## src/rtl/float_sine_cosine_unit_macros.svh

```systemverilog
// Assertion macros for the float sine/cosine unit.
// Used by the top level; expects signals named clk and rst in scope.
`ifndef FLOAT_SINE_COSINE_UNIT_MACROS_SVH
`define FLOAT_SINE_COSINE_UNIT_MACROS_SVH

// Flag a condition that must never hold out of reset.
`define FSCU_ASSERT_NEVER(label, cond, msg) \
  label: assert property (@(posedge clk) disable iff (rst) !(cond)) else $error(msg);

// Flag a consequence that must follow in the cycle after its trigger.
`define FSCU_ASSERT_NEXT(label, ante, cons, msg) \
  label: assert property (@(posedge clk) disable iff (rst) (ante) |=> (cons)) else $error(msg);

`endif

```

## src/rtl/fscu_queue.sv

```systemverilog
// Small synchronous queue after each pipeline section of the sine/cosine unit.
// Standalone; width and depth come from the instantiating module.
`timescale 1ns / 1ps

module fscu_queue #(
  parameter int Width = 8,
  parameter int Depth = 16
) (
  input  logic             clk,
  input  logic             rst,
  input  logic             push,
  input  logic [Width-1:0] wdata,
  input  logic             pop,
  output logic [Width-1:0] rdata,
  output logic             empty
);

  localparam int AddrW  = (Depth > 1) ? $clog2(Depth) : 1;
  localparam int CountW = $clog2(Depth + 1);

  logic [Width-1:0]  mem [Depth];
  logic [AddrW-1:0]  wr_ptr;
  logic [AddrW-1:0]  rd_ptr;
  logic [CountW-1:0] count;

  logic do_pop;

  assign empty  = (count == '0);
  assign do_pop = pop && !empty;
  assign rdata  = mem[rd_ptr];

  always_ff @(posedge clk) begin
    if (push) begin
      mem[wr_ptr] <= wdata;
    end
  end

  always_ff @(posedge clk) begin
    if (rst) begin
      wr_ptr <= '0;
      rd_ptr <= '0;
      count  <= '0;
    end else begin
      if (push) begin
        wr_ptr <= (wr_ptr == AddrW'(Depth - 1)) ? '0 : wr_ptr + 1'b1;
      end
      if (do_pop) begin
        rd_ptr <= (rd_ptr == AddrW'(Depth - 1)) ? '0 : rd_ptr + 1'b1;
      end
      if (push && !do_pop) begin
        count <= count + 1'b1;
      end else if (!push && do_pop) begin
        count <= count - 1'b1;
      end
    end
  end

endmodule

```

## config.mk

```make
export PLATFORM = sky130hd
export DESIGN_NAME = fscu_queue
export DESIGN_NICKNAME = d
export VERILOG_FILES = /design/src/rtl/float_sine_cosine_unit_macros.svh /design/src/rtl/fscu_queue.sv
export SDC_FILE = /design/constraint.sdc
export NUM_CORES = 1
export LEC_CHECK = 0
export ABC_AREA = 1
export BUFFER_PORTS_ARGS = -buffer_cell sky130_fd_sc_hd__buf_2
export CAP_MARGIN = 25
export CORE_MARGIN = 1
export CORE_UTILIZATION = 31
export DETAILED_ROUTE_END_ITERATION = 8
export PLACE_DENSITY = 0.43
export SLEW_MARGIN = 20
export SYNTH_ARGS = -nofsm -noshare
export SYNTH_HDL_FRONTEND = slang
export SYNTH_SLANG_ARGS = --single-unit
export TNS_END_PERCENT = 100
```

## constraint.sdc

```tcl
create_clock -name clk -period 3.9 [get_ports clk]
set_clock_uncertainty 0.1 [all_clocks]
set_input_delay 0.78 -clock clk [delete_from_list [all_inputs] [get_ports clk]]
set_output_delay 0.78 -clock clk [all_outputs]
set_load 0.01 [all_outputs]
```

* Word-level counts from Yosys, hierarchy flattened
Memory sizes are Yosys's and may differ from the RTL's. A register that Yosys moved wholly into a read port is not among the register bits. Cells that the tools add are included. Widths: inputs -> output; s select.
Word-level totals: register bits 13, logic and storage cells 26, memory bits (writable) 128, memories 1, input port bits 12, output and inout bits 9
Memory list:
- mem | depth 16, bits a word 8, rd ports 1, clocked after memory_dff 1, write ports 1, RTL line fscu_queue.sv:21 | logic [Width-1:0] mem [Depth];
Cells by class: multiplexer cells 8, reductions and logical operators 8, equal/unequal tests 2, add/subtract/negate cells 4
Operators by type and width (count):
- $mux 4 | 4
- $mux 5 | 2
- $add 4x1->4 const B | 2
- $eq 4x4->1 const B | 2
- $add 5x1->5 const B | 1
- $logic_not 5->1 | 1
- $sub 5x1->5 const B | 1
- $logic_and 1x1->1 | 3
- $logic_not 1->1 | 3
- $mux 1 | 2
- $reduce_bool 2->1 | 1

* Logic depth before layout (Yosys ltp)
Gate-level depths: netlist (run 1).
depth after elaboration 6, gate-level depth with buffers 13

* Worst setup path before layout (run 1)
Ideal clock, no wire load.
path kind input to register, from input port pop, to register count[3], setup time 115 ps, path buffers 0, arrival time 2069 ps, required time 3685 ps, setup slack 1616 ps, stages 9, path through nand2_1 ha_1 inv_1 ha_1 or2_2 nand3_1 nand2_1 o21ai_0 inv_1
Between the ends: longest elaborated chain between the ends 4, elaborated cells on any way between the ends 6
Ends and longest elaborated chain:
- from (decl) | RTL line fscu_queue.sv:13 | input logic pop,
- $logic_and 1x1->1 * | RTL line fscu_queue.sv:29 | assign do_pop = pop && !empty;
- $logic_not 1->1 | RTL line fscu_queue.sv:50 | if (push && !do_pop) begin
- $logic_and 1x1->1 | RTL line fscu_queue.sv:50
- $mux 5 or $reduce_bool 2->1 (tied branches)
- to (signal assigned) | RTL line fscu_queue.sv:51 | count <= count + 1'b1;
- to (signal assigned) | RTL line fscu_queue.sv:53 | count <= count - 1'b1;
- to (decl) | RTL line fscu_queue.sv:24 | logic [CountW-1:0] count;
Mark *: on every way between the ends. The rest lies on a longest branch, timed or not. A chain may end at the register's enable or synchronous reset.

==> reports/qor.yml, run 1 <==
leakagePower_nw: 2.92
max_freq_mhz: 333
cp_max_fo: 28
rows: 51
diodes: 0
combPwrFrac_pct: 21.7
first_global_vias: 4020
fin_nets: 652
synth_edf_count: 128
peakVddDrop_uv: 281
layout-drive-gt1-share_pct: 8.88
muxShareOfSynthArea_pct: 0
hold_class: "reg2reg"
sw_frac_of_total_pct: 29.0
nFillCells: 2030
cts-buffers-inserted: 17
ys_seq_area_share_pct: 66.9
yosysMostFrequentCell: "nand2_1"
cts_tree: "done"
async_flop_share_pct: 0
maxCapViolations: 0
synth_top_family_by_area: "simple AND/OR/NAND/NOR gates"
htree_levels: 4
io_pins: 21
synth.avg_cell_area_sq_um: 10.2
core_area_sq_um: 19700
antenna_found_initial: 0
synthesis.area_sq_um: 6260
critical_path_class: "reg2out"
synth_top_cell_by_area: "edfxtp_1"
die_width_um: 144
initial_core_util_pct: 31.8
seq_power_share_pct: 39.7
synth_xor_area_share_pct: 0.560
drt_wl_total_mm: 15.0
grt_first_pass_wirelength_mm: 23.4
slew_headroom_pct: 32.9
dp_hpwl_mm: 9.35
post_drt_wl_per_cell_um: 16.5
hold_buffers: 0
synthFlopType: "edfxtp_1"
drc_errors: 0
clk_pin_slew_worst_paths_ns: 0.06
synthTopCellsByCount: "222 x nand2_1, 128 x edfxtp_1, 72 x nand3_1"
ys_seq_elements: 145
synth-simple-area-share_pct: 22.7
synthTopCellsByArea: "edfxtp_1 61%, nand2_1 13%, nand3_1 5.8%, dfxtp_1 5.4%, inv_1 3.1%"
post_cts_buffers: 0
gr-usage-all-layers_pct: 15.8
drt_first_pass_iters: 5
syn_to_final_growth_pct: 15.0
cts_resized: 0
setup_tns_ns: 0
drt_iter0_markers: 249
yosysTopAreaCellShare_pct: 61.4
rsz0062_at_grt: "false"
globalplace.congestion: 0.753
vias: 4056
drtAntennaViolNets: 0
grt_overflow: 0
post-route-period-util_pct: 77.1
avgViaCountPerCell: 4.47
clockBufferDepth: 2
grt_max_degree: 65
cts_root_buf: "clkbuf_16"
max_slew.worst_pin.slew_ns: 1.00
critPathCaptureType: "output pin"
setup_violations: 0
synth_cell_types: 23
min_from: "wr_ptr[2]"
yosys_warnings: 0
power.density_nw_per_um2: 625
power_switching_w: 0.00130
clkPwrFrac_pct: 38.6
cp_data_arrival_time_ns: 2.13
synth_fa_ha_area_share_pct: 2.12
required_ns: 3.02
finalCriticalPeriod_ns: 3.01
worst_setup_path_start_kind: "flop"
syn_nets: 633
syn_inst: 611
r2r-start: "count[0]"
synth_compound_area_share_pct: 1.84
slew_violations: 0
die_y_um: 144
intPower_w: 0.00319
cts_sinks: 145
outcome: "finished clean"
port_buffers: 20
whs_ns: 0.404
finalHoldViolCount: 0
die_area_sq_um: 20800
clk_latency_ns: 0.42
[power groups by stage]
stage	Clock, W	Combinational, W	Sequential (W)
after floorplan	0	0.000741	0.00181
after CTS	0.00176	0.000989	0.00179
after detailed placement	0	0.000986	0.00182
final	0.00174	0.000974	0.00179
after global placement	0	0.000979	0.00182
after global routing	0.00182	0.00112	0.00180
[worst paths after layout]
check | to | slack, ns | cells after the start
worst min-delay path | wr_ptr[2] | 0.40 | 2
worst max register to register | count[3] | 1.54 | 11
worst min register to register | wr_ptr[2] | 0.40 | 2
worst max-delay path | rdata[5] | 0.89 | 9
[sequential cells by signal, indices dropped and copies added (netlist names), named ones only]
signal and cells:
mem 128, count 5, rd_ptr 4, wr_ptr 4
[routing by layer]
| metal | vias up | GRT usage [%] | share of wire (%) |
|---|---|---|---|
| li1 | 2043 | - | - |
| met5 | - | 0 | 0 |
| met3 | 13 | 3.58 | 3.6 |
| met4 | 0 | 4.54 | 1.0 |
| met2 | 64 | 26.0 | 47 |
| met1 | 1936 | 20.8 | 48 |
[cell type report]
cell class / instances / area, sq um / area share [%]
Clock buffer: 17 / 425 / 5.91
Clock inverter: 14 / 194 / 2.70
Inverter: 53 / 199 / 2.77
Multi-Input combinational cell: 387 / 1700 / 23.7
Sequential cell: 145 / 4190 / 58.2
Tap cell: 265 / 332 / 4.61
Timing Repair Buffer: 26 / 158 / 2.19
[cells by family after synthesis]
kind of cell             count (synthesis)
adder cells (fa/ha/maj)                 10
AND/OR/NAND/NOR                        350
AO/OA/AOI/OAI                           23
flip-flops                             145
XOR/XNOR                                 4
buffers and inverters                   79
[through the flow]
stage / utilization [%] / instances / setup WS (ns) / power (W) / instance area (sq um)
floorplan: - / 611 / 1.62 / 0.00255 / 6260
global route: 36.6 / 907 / 0.667 / 0.00474 / 7190
finish: 36.6 / 907 / 0.894 / 0.00450 / 7190
CTS: 36.6 / 907 / 0.843 / 0.00454 / 7190
detailed placement: 33.5 / 876 / 1.30 / 0.00281 / 6580
global placement: 33.5 / 876 / 1.32 / 0.00280 / 6580
[layout by cell type (no fill, tap or decap), drive strengths merged]
cell type,netlist,layout
a21oi,7,7
buf,24,26
bufinv,0,5
clkbuf,2,17
clkinv,0,8
dfxtp,17,17
edfxtp,128,128
fa,1,1
ha,9,9
inv,53,54
nand2,222,222
nand2b,1,1
nand3,72,72
nand4,1,1
nor2,50,50
nor3,1,1
nor3b,1,1
o21ai,16,16
or2,2,2
xor2,4,4
[critical path, stage by stage (launching register included)]
cell     delay [ns]
dfxtp_2        0.32
inv_2          0.39
buf_4          0.36
nand2_1        0.08
nand2_1        0.06
nand2_1        0.05
nand3_1        0.07
nand3_1        0.11
nand2_1        0.12
buf_2          0.13
(Power assumes the default switching activity.)
==> inputs of run 2 (changes only) <==
--- a/config.mk
+++ b/config.mk
@@ -5,7 +5,7 @@
 export SDC_FILE = /design/constraint.sdc
 export NUM_CORES = 1
 export LEC_CHECK = 0
-export ABC_AREA = 1
+export ABC_AREA = 0
 export BUFFER_PORTS_ARGS = -buffer_cell sky130_fd_sc_hd__buf_2
 export CAP_MARGIN = 25
 export CORE_MARGIN = 1
==> constraint.sdc (replaced) <==
create_clock -name clk -period 2.8 [get_ports clk]
set_clock_uncertainty 0.1 [all_clocks]
set_input_delay 0.56 -clock clk [delete_from_list [all_inputs] [get_ports clk]]
set_output_delay 0.56 -clock clk [all_outputs]
set_load 0.01 [all_outputs]
==> reports/qor.yml, run 2 <==
hold_buffers: 0
post-route-period-util_pct: 97.3
cts_root_buf: "clkbuf_16"
syn_nets: 326
crit_path_max_incr_delay_ns: 0.53
async_flop_share_pct: 0
ys_seq_elements: 145
yosysTopAreaCellShare_pct: 65.8
power_switching_w: 0.00146
finalPower_w: 0.00562
regMostFlops: "mem"
slew_violations: 0
layout-drive-gt1-share_pct: 26.4
first_global_vias: 3006
synthFlopType: "edfxtp_1"
cp_data_arrival_time_ns: 2.06
cp_max_fo: 15
finalHoldViolCount: 0
htree_levels: 4
die_width_um: 139
outcome: "finished clean"
drt_iter0_markers: 158
avgViaCountPerCell: 4.82
drtAntennaViolNets: 0
critPathCaptureType: "output pin"
cts-buffers-inserted: 17
rows: 49
dpl_worst_slack_ns: 0.0755
synthTopCellsByArea: "edfxtp_1 66%, mux4_1 8.1%, dfxtp_1 5.8%, mux4_2 5.4%, a22oi_1 2.1%"
yosys_warnings: 0
required_ns: 2.14
syn_to_final_growth_pct: 17.5
slew_headroom_pct: 62.6
fin_ws_ns: 0.0751
peakVddDrop_uv: 379
die_area_sq_um: 19400
rsz0062_at_grt: "true"
grt_max_degree: 33
ys_seq_area_share_pct: 71.6
fin_nets: 365
drt_first_pass_iters: 4
clockBufferDepth: 2
cpMaxStageDelayCell: "mux4_1"
antenna_found_initial: 0
power.density_nw_per_um2: 818
grt_first_pass_wirelength_mm: 17.9
finalCriticalPeriod_ns: 2.72
reg_top3: "mem: 128 flops, count: 5 flops"
synth_edf_count: 128
clkPwrFrac_pct: 35.6
post_drt_wl_per_cell_um: 20.2
hold_class: "in2reg"
worstPathCellList: "buf_12 -> buf_12 -> mux4_1 -> a22oi_1 -> nand2_1 -> buf_2"
intPower_w: 0.00416
vias: 2821
max_slew.worst_pin.slew_ns: 0.562
globalplace.congestion: 0.689
synthTopCellsByCount: "128 x edfxtp_1, 18 x mux4_1, 17 x and2_1, 17 x dfxtp_1, 16 x a22oi_1"
cts_tree: "done"
cts_sinks: 145
syn_inst: 304
critical_path.most_common_cell: "buf_12"
largest_reg_flops: 128
layout_commonest_cell: "edfxtp_1"
synthesis.area_sq_um: 5840
drc_errors: 0
combPwrFrac_pct: 20.1
crit_family: "multiplexers"
final_cell_mix: "128 x edfxtp_1, 20 x buf_2, 17 x mux4_1, 17 x and2_1, 17 x clkbuf_16"
yosysMostFrequentCell: "edfxtp_1"
synth_cell_types: 41
io_pins: 21
seq_power_share_pct: 44.3
grt_overflow: 0
drt_wl_total_mm: 11.8
leakagePower_nw: 2.30
dp_hpwl_mm: 7.42
sw_frac_of_total_pct: 26.0
core_area_sq_um: 18200
path_buf_inv: 3
initial_core_util_pct: 32.1
max_freq_mhz: 367
worst_setup_path_start_kind: "flop"
maxCapViolations: 0
synth.avg_cell_area_sq_um: 19.2
synth_top_cell_by_area: "edfxtp_1"
diodes: 0
clk_latency_ns: 0.41
nFillCells: 1667
setup_violations: 0
die_y_um: 139
critical_path_class: "reg2out"
port_buffers: 20
gr-usage-all-layers_pct: 13.2
fin_util_pct: 37.7
clk_pin_slew_worst_paths_ns: 0.06
[run 2: cell types whose count changed after synthesis, sizes merged, moves of 3 or more]
cell	delta
a22oi	+16
and2	+17
buf	-17
inv	-50
mux2i	+3
mux4	+32
nand2	-210
nand3	-68
nor2	-36
o21ai	-13
[run 2: final timing paths]
| kind | start | to | slack (ns) | cells past startpoint |
|---|---|---|---|---|
| max | flop | rdata[3] | 0.08 | 6 |
| min | rst | count[0] | 0.41 | 2 |
| max reg2reg | count[2] | count[4] | 0.14 | 9 |
| min reg2reg | rd_ptr[0] | flop | 0.41 | 2 |
[run 2: cell type report]
| cell class | instances | area (sq um) | area share (%) |
|---|---|---|---|
| clock buffer | 19 | 433 | 6.30 |
| clock inverter | 13 | 87.6 | 1.28 |
| inverter | 3 | 11.3 | 0.164 |
| multi-input combinational | 143 | 1600 | 23.3 |
| sequential | 145 | 4190 | 61.0 |
| tap | 229 | 287 | 4.17 |
| timing repair buffer | 33 | 264 | 3.84 |
[run 2: power by group through the flow]
stage | registers [W] | clock network [W] | logic [W]
after global routing | 0.00250 | 0.00214 | 0.00123
after detailed placement | 0.00254 | 0 | 0.00103
after global placement | 0.00253 | 0 | 0.00102
after CTS | 0.00249 | 0.00205 | 0.00111
after floorplan | 0.00251 | 0 | 0.000738
final | 0.00249 | 0.00200 | 0.00113
[run 2: logic make-up (layout without fill, tap and decap cells)]
kind of cell    count (synthesis)  count (layout)  synth area share (%)
mux                            36              36                  14.2
compound gates                 33              33                  3.94
fa+ha+maj                      10              10                  2.27
flops                         145             145                  71.6
xor+xnor                        4               4                 0.600
buf+inv                        16              68                  1.91
simple gates                   60              60                  5.50
[run 2: what timing repair did]
item / 4_1_cts / 5_1_grt
pin swaps: 0 / 2
setup buffers: 4 / 2
endpoints found under the setup margin: 8 / 8
hold endpoints to repair: 0 / 0
gates resized for setup: 5 / 10
[run 2: per-stage QoR]
stage / std cells / hold WS, ns / cell area, sq um / setup TNS, ns
global route: 585 / 0.405 / 6870 / -0.0159
detailed placement: 547 / 0.396 / 6220 / 0
floorplan: 304 / 0.372 / 5840 / 0
global placement: 547 / 0.411 / 6220 / 0
finish: 585 / 0.407 / 6870 / 0
CTS: 583 / 0.388 / 6820 / 0
[run 2: per-layer routing]
| layer | up-vias | GRT usage [%] | part of all wire (%) |
|---|---|---|---|
| met5 | - | 0 | 0 |
| met4 | 0 | 5.32 | 1.8 |
| met3 | 19 | 3.79 | 2.6 |
| met2 | 44 | 22.0 | 50 |
| met1 | 1443 | 16.0 | 45 |
| li1 | 1315 | - | - |
